===== src/sv/lnp_pkg.sv =====
// ----------------------------------------------------------------------------
// lnp_pkg
// Shared types, constants and the half-period table for the last-note-priority
// tone generator.
// ----------------------------------------------------------------------------
package lnp_pkg;

  localparam int NUM_KEYS    = 13;
  localparam int NUM_OCTAVES = 5;
  localparam int NOTE_W      = 4;
  localparam int OCT_W       = 3;
  localparam int PERIOD_W    = 16;
  localparam int ROM_IDX_W   = 7;

  localparam logic [OCT_W-1:0]  OCT_MAX   = 3'd4;
  localparam logic [OCT_W-1:0]  OCT_RESET = 3'd2;
  localparam logic [NOTE_W-1:0] LAST_KEY  = 4'd12;

  typedef struct packed {
    logic [NUM_KEYS-1:0] key_levels;
    logic                octave_down;
    logic                octave_up;
  } lnp_in_t;

  typedef struct packed {
    logic                wave_out;
    logic                tone_enabled;
    logic [NOTE_W-1:0]   active_note;
    logic [OCT_W-1:0]    active_octave;
    logic [PERIOD_W-1:0] half_period;
  } lnp_out_t;

  // shift command seen by every stack cell
  typedef struct packed {
    logic push;
    logic pop;
  } lnp_shift_t;

  typedef struct packed {
    logic              empty;
    logic              full;
    logic [NOTE_W-1:0] top;
  } lnp_stack_status_t;

  typedef struct packed {
    logic              step;
    logic              on;
    logic [NOTE_W-1:0] note;
    logic [OCT_W-1:0]  octave;
  } lnp_tone_req_t;

  typedef struct packed {
    logic                wave;
    logic                on;
    logic [PERIOD_W-1:0] half_period;
  } lnp_tone_stat_t;

  // octave-major, 13 notes per octave
  localparam logic [PERIOD_W-1:0] PERIOD_ROM [NUM_OCTAVES*NUM_KEYS] = '{
    16'd15288, 16'd14430, 16'd13620, 16'd12857, 16'd12134, 16'd11453, 16'd10811,
    16'd10204, 16'd9631,  16'd9091,  16'd8581,  16'd8099,  16'd7645,
    16'd7645,  16'd7215,  16'd6811,  16'd6428,  16'd6068,  16'd5727,  16'd5405,
    16'd5102,  16'd4816,  16'd4545,  16'd4290,  16'd4049,  16'd3822,
    16'd3822,  16'd3608,  16'd3405,  16'd3214,  16'd3034,  16'd2863,  16'd2703,
    16'd2551,  16'd2408,  16'd2272,  16'd2145,  16'd2025,  16'd1911,
    16'd1911,  16'd1804,  16'd1703,  16'd1607,  16'd1517,  16'd1432,  16'd1351,
    16'd1275,  16'd1204,  16'd1136,  16'd1073,  16'd1012,  16'd955,
    16'd955,   16'd902,   16'd851,   16'd803,   16'd758,   16'd716,   16'd676,
    16'd638,   16'd602,   16'd568,   16'd536,   16'd506,   16'd477
  };

  function automatic logic [PERIOD_W-1:0] period_lookup(
    input logic [OCT_W-1:0]  octave,
    input logic [NOTE_W-1:0] note
  );
    logic [ROM_IDX_W-1:0] idx;
    logic [PERIOD_W-1:0]  val;
    idx = ROM_IDX_W'(octave) * ROM_IDX_W'(NUM_KEYS) + ROM_IDX_W'(note);
    if (octave < OCT_W'(NUM_OCTAVES) && note < NOTE_W'(NUM_KEYS)) begin
      val = PERIOD_ROM[idx];
    end else begin
      val = '0;
    end
    return val;
  endfunction

endpackage


===== src/sv/lnp_cell.sv =====
// ----------------------------------------------------------------------------
// lnp_cell
// One note-stack entry: takes the entry above on a push, the entry below on
// a pop, and holds otherwise.
// ----------------------------------------------------------------------------
module lnp_cell (
  input  logic                      clk,
  input  lnp_pkg::lnp_shift_t       shift,
  input  logic [lnp_pkg::NOTE_W-1:0] above_note,
  input  logic [lnp_pkg::NOTE_W-1:0] below_note,
  output logic [lnp_pkg::NOTE_W-1:0] note
);
  import lnp_pkg::*;

  logic [NOTE_W-1:0] note_r;
  logic [NOTE_W-1:0] note_nxt;

  always_comb begin
    priority if (shift.push) begin
      note_nxt = above_note;
    end else if (shift.pop) begin
      note_nxt = below_note;
    end else begin
      note_nxt = note_r;
    end
  end

  always_ff @(posedge clk) begin
    note_r <= note_nxt;
  end

  assign note = note_r;

endmodule


===== src/sv/lnp_stack.sv =====
// ----------------------------------------------------------------------------
// lnp_stack
// Note stack built as a row of shifting cells; cell 0 is the top of stack.
// ----------------------------------------------------------------------------
module lnp_stack #(
  parameter int STACK_DEPTH = 16
) (
  input  logic                       clk,
  input  logic                       rst_n,
  input  lnp_pkg::lnp_shift_t        shift,
  input  logic [lnp_pkg::NOTE_W-1:0] push_note,
  output lnp_pkg::lnp_stack_status_t status
);
  import lnp_pkg::*;

  localparam int CNT_W = $clog2(STACK_DEPTH + 1);

  logic [CNT_W-1:0]  count_r;
  logic [CNT_W-1:0]  count_nxt;
  logic [NOTE_W-1:0] notes [STACK_DEPTH];
  logic              full;
  logic              empty;
  lnp_shift_t        cell_shift;

  assign full  = (count_r == CNT_W'(STACK_DEPTH));
  assign empty = (count_r == '0);

  // a push onto a full stack is dropped, a pop of an empty one does nothing
  assign cell_shift.push = shift.push && !full;
  assign cell_shift.pop  = shift.pop && !empty && !shift.push;

  always_comb begin
    count_nxt = count_r;
    if (cell_shift.push) begin
      count_nxt = count_r + CNT_W'(1);
    end else if (cell_shift.pop) begin
      count_nxt = count_r - CNT_W'(1);
    end
  end

  always_ff @(posedge clk) begin
    if (!rst_n) begin
      count_r <= '0;
    end else begin
      count_r <= count_nxt;
    end
  end

  for (genvar i = 0; i < STACK_DEPTH; i++) begin : g_cell
    logic [NOTE_W-1:0] above;
    logic [NOTE_W-1:0] below;
    if (i == 0) begin : g_top
      assign above = push_note;
    end else begin : g_mid
      assign above = notes[i-1];
    end
    if (i == STACK_DEPTH - 1) begin : g_bot
      assign below = '0;
    end else begin : g_inner
      assign below = notes[i+1];
    end
    lnp_cell u_cell (
      .clk        (clk),
      .shift      (cell_shift),
      .above_note (above),
      .below_note (below),
      .note       (notes[i])
    );
  end

  assign status.empty = empty;
  assign status.full  = full;
  assign status.top   = notes[0];

endmodule


===== src/sv/lnp_tone.sv =====
// ----------------------------------------------------------------------------
// lnp_tone
// Square-wave generator: picks the half-period from the table and runs the
// tick counter once per timer tick.
// ----------------------------------------------------------------------------
module lnp_tone (
  input  logic                    clk,
  input  logic                    rst_n,
  input  lnp_pkg::lnp_tone_req_t  req,
  output lnp_pkg::lnp_tone_stat_t stat
);
  import lnp_pkg::*;

  logic [PERIOD_W-1:0] count_r;
  logic [PERIOD_W-1:0] count_nxt;
  logic [PERIOD_W-1:0] cmp_r;
  logic [PERIOD_W-1:0] cmp_nxt;
  logic                wave_r;
  logic                wave_nxt;
  logic                on_r;
  logic                on_nxt;
  logic [PERIOD_W-1:0] count_inc;

  assign count_inc = count_r + PERIOD_W'(1);

  always_comb begin
    count_nxt = count_r;
    cmp_nxt   = cmp_r;
    wave_nxt  = wave_r;
    on_nxt    = on_r;
    if (req.step) begin
      on_nxt = req.on;
      if (req.on) begin
        cmp_nxt = period_lookup(req.octave, req.note);
        if (count_inc == cmp_nxt) begin
          wave_nxt  = !wave_r;
          count_nxt = '0;
        end else begin
          count_nxt = count_inc;
        end
      end
    end
  end

  always_ff @(posedge clk) begin
    if (!rst_n) begin
      count_r <= '0;
      cmp_r   <= '0;
      wave_r  <= 1'b0;
      on_r    <= 1'b0;
    end else begin
      count_r <= count_nxt;
      cmp_r   <= cmp_nxt;
      wave_r  <= wave_nxt;
      on_r    <= on_nxt;
    end
  end

  assign stat.wave        = wave_r;
  assign stat.on          = on_r;
  assign stat.half_period = cmp_r;

endmodule


===== src/sv/last_note_priority_tone_generator.sv =====
// ----------------------------------------------------------------------------
// last_note_priority_tone_generator
// Monophonic square-wave tone generator with last-note priority.
// ----------------------------------------------------------------------------
// Each input transaction is one timer tick: the 13 debounced key levels and
// one-shot octave down/up pulses. Each tick gives exactly one output
// transaction with the wave level, tone enable, active note, octave and the
// half-period in use.
// The octave is updated at accept. Keys are then scanned one per cycle, each
// newly pressed key shifting into the top cell of the note stack. Keys no
// longer held are then popped from the top, one per cycle, until a held key
// is on top or the stack is empty (up to STACK_DEPTH pops). The tone counter
// is then stepped, and the output register is loaded once it is free.
// in_stall is high while an item is in work, so a new tick is taken only
// after the previous item has been loaded into the output register.
// A finished result waits in the output register while out_stall is high; the
// block may take the next tick meanwhile and holds before its own load.
// Reset (rst_n low, synchronous) empties the stack, clears the held keys,
// counter, half-period and wave, and sets the middle octave.
// ----------------------------------------------------------------------------
module last_note_priority_tone_generator #(
  parameter int STACK_DEPTH = 16
) (
  input  logic              clk,
  input  logic              rst_n,
  input  logic              in_valid,
  output logic              in_stall,
  input  lnp_pkg::lnp_in_t  in_data,
  output logic              out_valid,
  input  logic              out_stall,
  output lnp_pkg::lnp_out_t out_data
);
  import lnp_pkg::*;

  localparam logic [2:0] ST_IDLE = 3'd0;
  localparam logic [2:0] ST_KEYS = 3'd1;
  localparam logic [2:0] ST_POP  = 3'd2;
  localparam logic [2:0] ST_TONE = 3'd3;
  localparam logic [2:0] ST_OUT  = 3'd4;

  logic [2:0]          state_r;
  logic [2:0]          state_nxt;
  logic [NUM_KEYS-1:0] keys_r;
  logic [NUM_KEYS-1:0] keys_nxt;
  logic [NUM_KEYS-1:0] held_r;
  logic [NUM_KEYS-1:0] held_nxt;
  logic [NOTE_W-1:0]   key_idx_r;
  logic [NOTE_W-1:0]   key_idx_nxt;
  logic [OCT_W-1:0]    octave_r;
  logic [OCT_W-1:0]    octave_nxt;
  logic [OCT_W-1:0]    octave_dn;
  logic                out_valid_r;
  logic                out_valid_nxt;
  lnp_out_t            out_data_r;
  lnp_out_t            out_data_nxt;

  lnp_shift_t          shift;
  lnp_stack_status_t   stk;
  lnp_tone_req_t       tone_req;
  lnp_tone_stat_t      tone_stat;
  logic                slot_free;
  logic                top_held;

  assign slot_free = !out_valid_r || !out_stall;
  assign top_held  = (stk.top < NOTE_W'(NUM_KEYS)) && held_r[stk.top];

  // down step first, then up, each wrapping
  assign octave_dn = !in_data.octave_down ? octave_r :
                     (octave_r == '0) ? OCT_MAX : octave_r - OCT_W'(1);

  always_comb begin
    state_nxt     = state_r;
    keys_nxt      = keys_r;
    held_nxt      = held_r;
    key_idx_nxt   = key_idx_r;
    octave_nxt    = octave_r;
    out_valid_nxt = out_valid_r && out_stall;
    out_data_nxt  = out_data_r;
    shift         = '0;
    tone_req      = '0;
    tone_req.on     = !stk.empty;
    tone_req.note   = stk.top;
    tone_req.octave = octave_r;

    unique case (state_r)
      ST_IDLE: begin
        if (in_valid) begin
          keys_nxt    = in_data.key_levels;
          key_idx_nxt = '0;
          if (in_data.octave_up) begin
            octave_nxt = (octave_dn == OCT_MAX) ? '0 : octave_dn + OCT_W'(1);
          end else begin
            octave_nxt = octave_dn;
          end
          state_nxt = ST_KEYS;
        end
      end
      ST_KEYS: begin
        shift.push  = keys_r[key_idx_r] && !held_r[key_idx_r];
        key_idx_nxt = key_idx_r + NOTE_W'(1);
        if (key_idx_r == LAST_KEY) begin
          held_nxt  = keys_r;
          state_nxt = ST_POP;
        end
      end
      ST_POP: begin
        if (!stk.empty && !top_held) begin
          shift.pop = 1'b1;
        end else begin
          state_nxt = ST_TONE;
        end
      end
      ST_TONE: begin
        tone_req.step = 1'b1;
        state_nxt     = ST_OUT;
      end
      ST_OUT: begin
        if (slot_free) begin
          out_valid_nxt              = 1'b1;
          out_data_nxt.wave_out      = tone_stat.wave;
          out_data_nxt.tone_enabled  = tone_stat.on;
          out_data_nxt.active_note   = tone_stat.on ? stk.top : '0;
          out_data_nxt.active_octave = octave_r;
          out_data_nxt.half_period   = tone_stat.half_period;
          state_nxt                  = ST_IDLE;
        end
      end
      default: begin
        state_nxt = ST_IDLE;
      end
    endcase
  end

  always_ff @(posedge clk) begin
    if (!rst_n) begin
      state_r     <= ST_IDLE;
      held_r      <= '0;
      key_idx_r   <= '0;
      octave_r    <= OCT_RESET;
      out_valid_r <= 1'b0;
    end else begin
      state_r     <= state_nxt;
      held_r      <= held_nxt;
      key_idx_r   <= key_idx_nxt;
      octave_r    <= octave_nxt;
      out_valid_r <= out_valid_nxt;
    end
  end

  always_ff @(posedge clk) begin
    keys_r     <= keys_nxt;
    out_data_r <= out_data_nxt;
  end

  lnp_stack #(
    .STACK_DEPTH (STACK_DEPTH)
  ) u_stack (
    .clk       (clk),
    .rst_n     (rst_n),
    .shift     (shift),
    .push_note (key_idx_r),
    .status    (stk)
  );

  lnp_tone u_tone (
    .clk   (clk),
    .rst_n (rst_n),
    .req   (tone_req),
    .stat  (tone_stat)
  );

  assign in_stall  = (state_r != ST_IDLE);
  assign out_valid = out_valid_r;
  assign out_data  = out_data_r;

endmodule

===== config.mk =====
export PLATFORM = sky130hd
export DESIGN_NAME = last_note_priority_tone_generator
export DESIGN_NICKNAME = d
export VERILOG_FILES = /design/src/sv/lnp_pkg.sv /design/src/sv/lnp_cell.sv /design/src/sv/lnp_stack.sv /design/src/sv/lnp_tone.sv /design/src/sv/last_note_priority_tone_generator.sv
export SDC_FILE = /design/constraint.sdc
export NUM_CORES = 1
export LEC_CHECK = 0
export BUFFER_PORTS_ARGS = -buffer_cell sky130_fd_sc_hd__buf_4
export CORE_MARGIN = 2
export CORE_UTILIZATION = 50
export DETAILED_ROUTE_END_ITERATION = 16
export PLACE_DENSITY = 0.67
export RECOVER_POWER = 25
export SYNTH_ARGS = -nofsm -noshare
export SYNTH_HDL_FRONTEND = slang
export SYNTH_HIERARCHICAL = 1
export SYNTH_SLANG_ARGS = --single-unit
export TNS_END_PERCENT = 20

===== constraint.sdc =====
create_clock -name clk -period 5.3 [get_ports clk]
set_clock_uncertainty 0.05 [all_clocks]
set_input_delay 0.265 -clock clk [delete_from_list [all_inputs] [get_ports clk]]
set_output_delay 0.265 -clock clk [all_outputs]
set_load 0.02 [all_outputs]

==> metrics.cfg <==
[outcome]
status = finished clean

[placement]
place_congestion = 0.9177
pre_cts_ws_ns = 0.4887
portBuffers = 45
dp_hpwl_um = 15010

[final_layout]
fin_util_pct = 56.95
drive_gt1_share_pct = 21.35
syn2layout_area_growth_pct = 12.06
seqCellArea_sq_um = 4284
antenna_cells = 0
nets = 1001
fillers = 1646
multi_input_area_sq_um = 4843

[detailed_routing]
wl_per_cell_um = 17.55
ant_nets = 0
drtPass1Iterations = 6
drtIter0Drc = 797
drc_errors = 0
vias_per_cell = 5.829
drt_wl_total_um = 20950
via_count = 6960

[yosys]
yosys_warnings = 6
syn_avg_cell_area_sq_um = 10.58
syn_area_sq_um = 9475
syn_inst = 896

[grt]
grt_max_degree = 54
antenna_found_initial = 0
grt_remaining_overflow = 0
grt_pass1_vias = 6454
grt.total_usage_pct = 21.41
grt_pass1_wl_um = 34070

[sta]
fin_crit_sh_pct = 91.45
worst_slack_ns = 0.4529
hold_viol_final = 0
grt_setup_unrepaired = false
setup_viol = 0
final.setup.tns_ns = 0
slew_viol_final = 0
max_slew_margin_pct = 4.673
tightest_slew_ns = 1.430
max_freq_mhz = 206.3
finalCriticalPeriod_ns = 4.847

[setup_path]
cp_slowest_cell = xnor2_2
critical_path_class = reg2reg
crit_top_cell = ha_1
worstPathCellList = ha_1 -> fa_1 -> ha_1 -> xnor2_2 -> buf_4 -> a31oi_1 -> mux4_2 -> nand2b_1 -> xnor2_1 -> o2111ai_1 -> a211oi_4 -> a21oi_4 -> nand2_2 -> o21ai_0
worstPathArrival_ns = 5.09
cp.required_ns = 5.54
cp-start-kind = register
worst_setup_path_end_kind = register
r2r_cells = 14
cp_max_fo = 19
slowest_delay_ns = 0.71
cp-startpoint = octave_r[1]$_SDFFE_PN1P_
reg2reg_from = octave_r[1]$_SDFFE_PN1P_

[flow_run]
maxCapViolations = 0

[pwr]
p_leak_nw = 3.792
switchingPower_mw = 1.748
p_seq_share_pct = 31.9
power_density_nw_per_um2 = 433.8
clkPwrFrac_pct = 26.5
p_int_mw = 2.858
ir_drop_uv = 212.6
p_sw_share_pct = 37.96
p_comb_share_pct = 41.6

[floorplan]
start_util_pct = 50.83
placementRows = 50
die_area_sq_um = 20070
fp.coreArea_sq_um = 18640
die_x_um = 141.7
io_pins = 46
die_h_um = 141.7

[min_path]
hold_path_startpoint = in_data[0]
min_delay_path_depth = 3
hold_path_class = in2reg

[clock_tree]
cts_root_buf = clkbuf_16
clk_pin_slew_ns = 0.07
clock-sinks = 163
clk-insertion-delay-late_ns = 0.42
numCtsBuffers = 17
cts_tree = done
htreeDepth = 4
clock_path_buffers = 2

==> per-stage QoR <==
step                hold slack [ns]  std cells  power [mW]  cell area, sq um
detailed placement           0.3721       1149       3.362             10010
floorplan                    0.3139        900       2.937              9490
CTS                          0.1005       1194       4.596             10730
finish                       0.1132       1194       4.606             10620
global route                 0.1242       1194       4.872             10620
global placement             0.3658       1149       3.385             10010
==> path summary, 6_finish.rpt <==
path | endpoint | slack [ns]
worst max register to register | u_tone/count_r[0]$_SDFFE_PN0P_ | 0.45
worst max-delay path | u_tone/count_r[0]$_SDFFE_PN0P_ | 0.45
worst min-delay path | octave_r[0]$_SDFFE_PN0P_ | 0.11
worst min register to register | out_data[13]$_DFFE_PP_ | 0.38
==> critical path: cells and delay by family, from the launching register on <==
kind / cells / cell delay [ns]
DFF: 1 / 0.52
AOI/OAI and AO/OA: 5 / 0.84
muxes: 1 / 0.45
adders and majority gates: 3 / 1.22
buffers and inverters: 1 / 0.32
xor gates and xnor gates: 2 / 0.91
and+or+nand+nor: 2 / 0.41
==> area by class of cell <==
| class | count | area share [%] |
|---|---|---|
| Multi-Input combinational cell | 658 | 45.62 |
| Sequential cell | 163 | 40.35 |
| Timing Repair Buffer | 76 | 4.584 |
| Clock buffer | 17 | 4.007 |
| Tap cell | 234 | 2.757 |
| Clock inverter | 15 | 1.591 |
| Inverter | 31 | 1.096 |
==> power by group through the flow <==
stage / Clock [mW] / Sequential, mW / Combinational (mW)
after global placement: 0 / 1.50 / 1.89
after floorplan: 0 / 1.48 / 1.45
after CTS: 1.24 / 1.47 / 1.88
after global routing: 1.29 / 1.48 / 2.10
after detailed placement: 0 / 1.50 / 1.86
final: 1.22 / 1.47 / 1.92
==> layer usage <==
layer	GRT usage (%)	vias up	part of all wire, %
met5	0	-	0
met4	5.263	0	1.3
met3	4.286	25	4.7
met2	32.60	214	44
met1	31.50	3323	50
li1	-	3398	-
==> placed cells by master (no fill, tap or decap), types with 5 or more instances in the layout <==
master and n:
a21boi_2 11, nand2b_1 21, o21ai_1 15, nand2_1 77, and2_1 11, a31oi_1 9
o31ai_1 7, edfxtp_1 102, a21oi_1 42, nand2_2 18, a21boi_0 6, o21ai_0 23
nor3b_1 8, nand3_1 28, nor3_1 15, ha_1 32, nor2b_1 7, clkbuf_4 13
conb_1 6, dlygate4sd3_1 13, buf_4 19, mux2_2 66, xnor2_1 18, o211ai_1 17
and3_1 6, nor2_1 53, mux2i_1 13, clkbuf_1 31, inv_1 29, or2_2 17
xor2_1 9, a21o_1 5, clkbuf_16 17, dfxtp_1 61, o21a_1 8, mux4_2 8
a211oi_1 6, nand4_1 12
==> registers in the layout (all words and copies together), names as in the netlist, 3 cells and up <==
name / count
keys_r: 13
u_tone/count_r: 16
state_r: 3
key_idx_r: 4
u_tone/cmp_r: 14
out_data: 25
held_r: 13
u_stack/g_cell.u_cell/note: 64
octave_r: 3
u_stack/count_r: 5
==> timing repair <==
item / CTS / global route
resized for setup: 0 / 0
endpoints found under the hold margin: 13 / 0
setup buffers: 0 / 0
hold buffers: 13 / 0
endpoints found under the setup margin: 0 / 0
No activity file was read; power rests on OpenSTA's default activity.
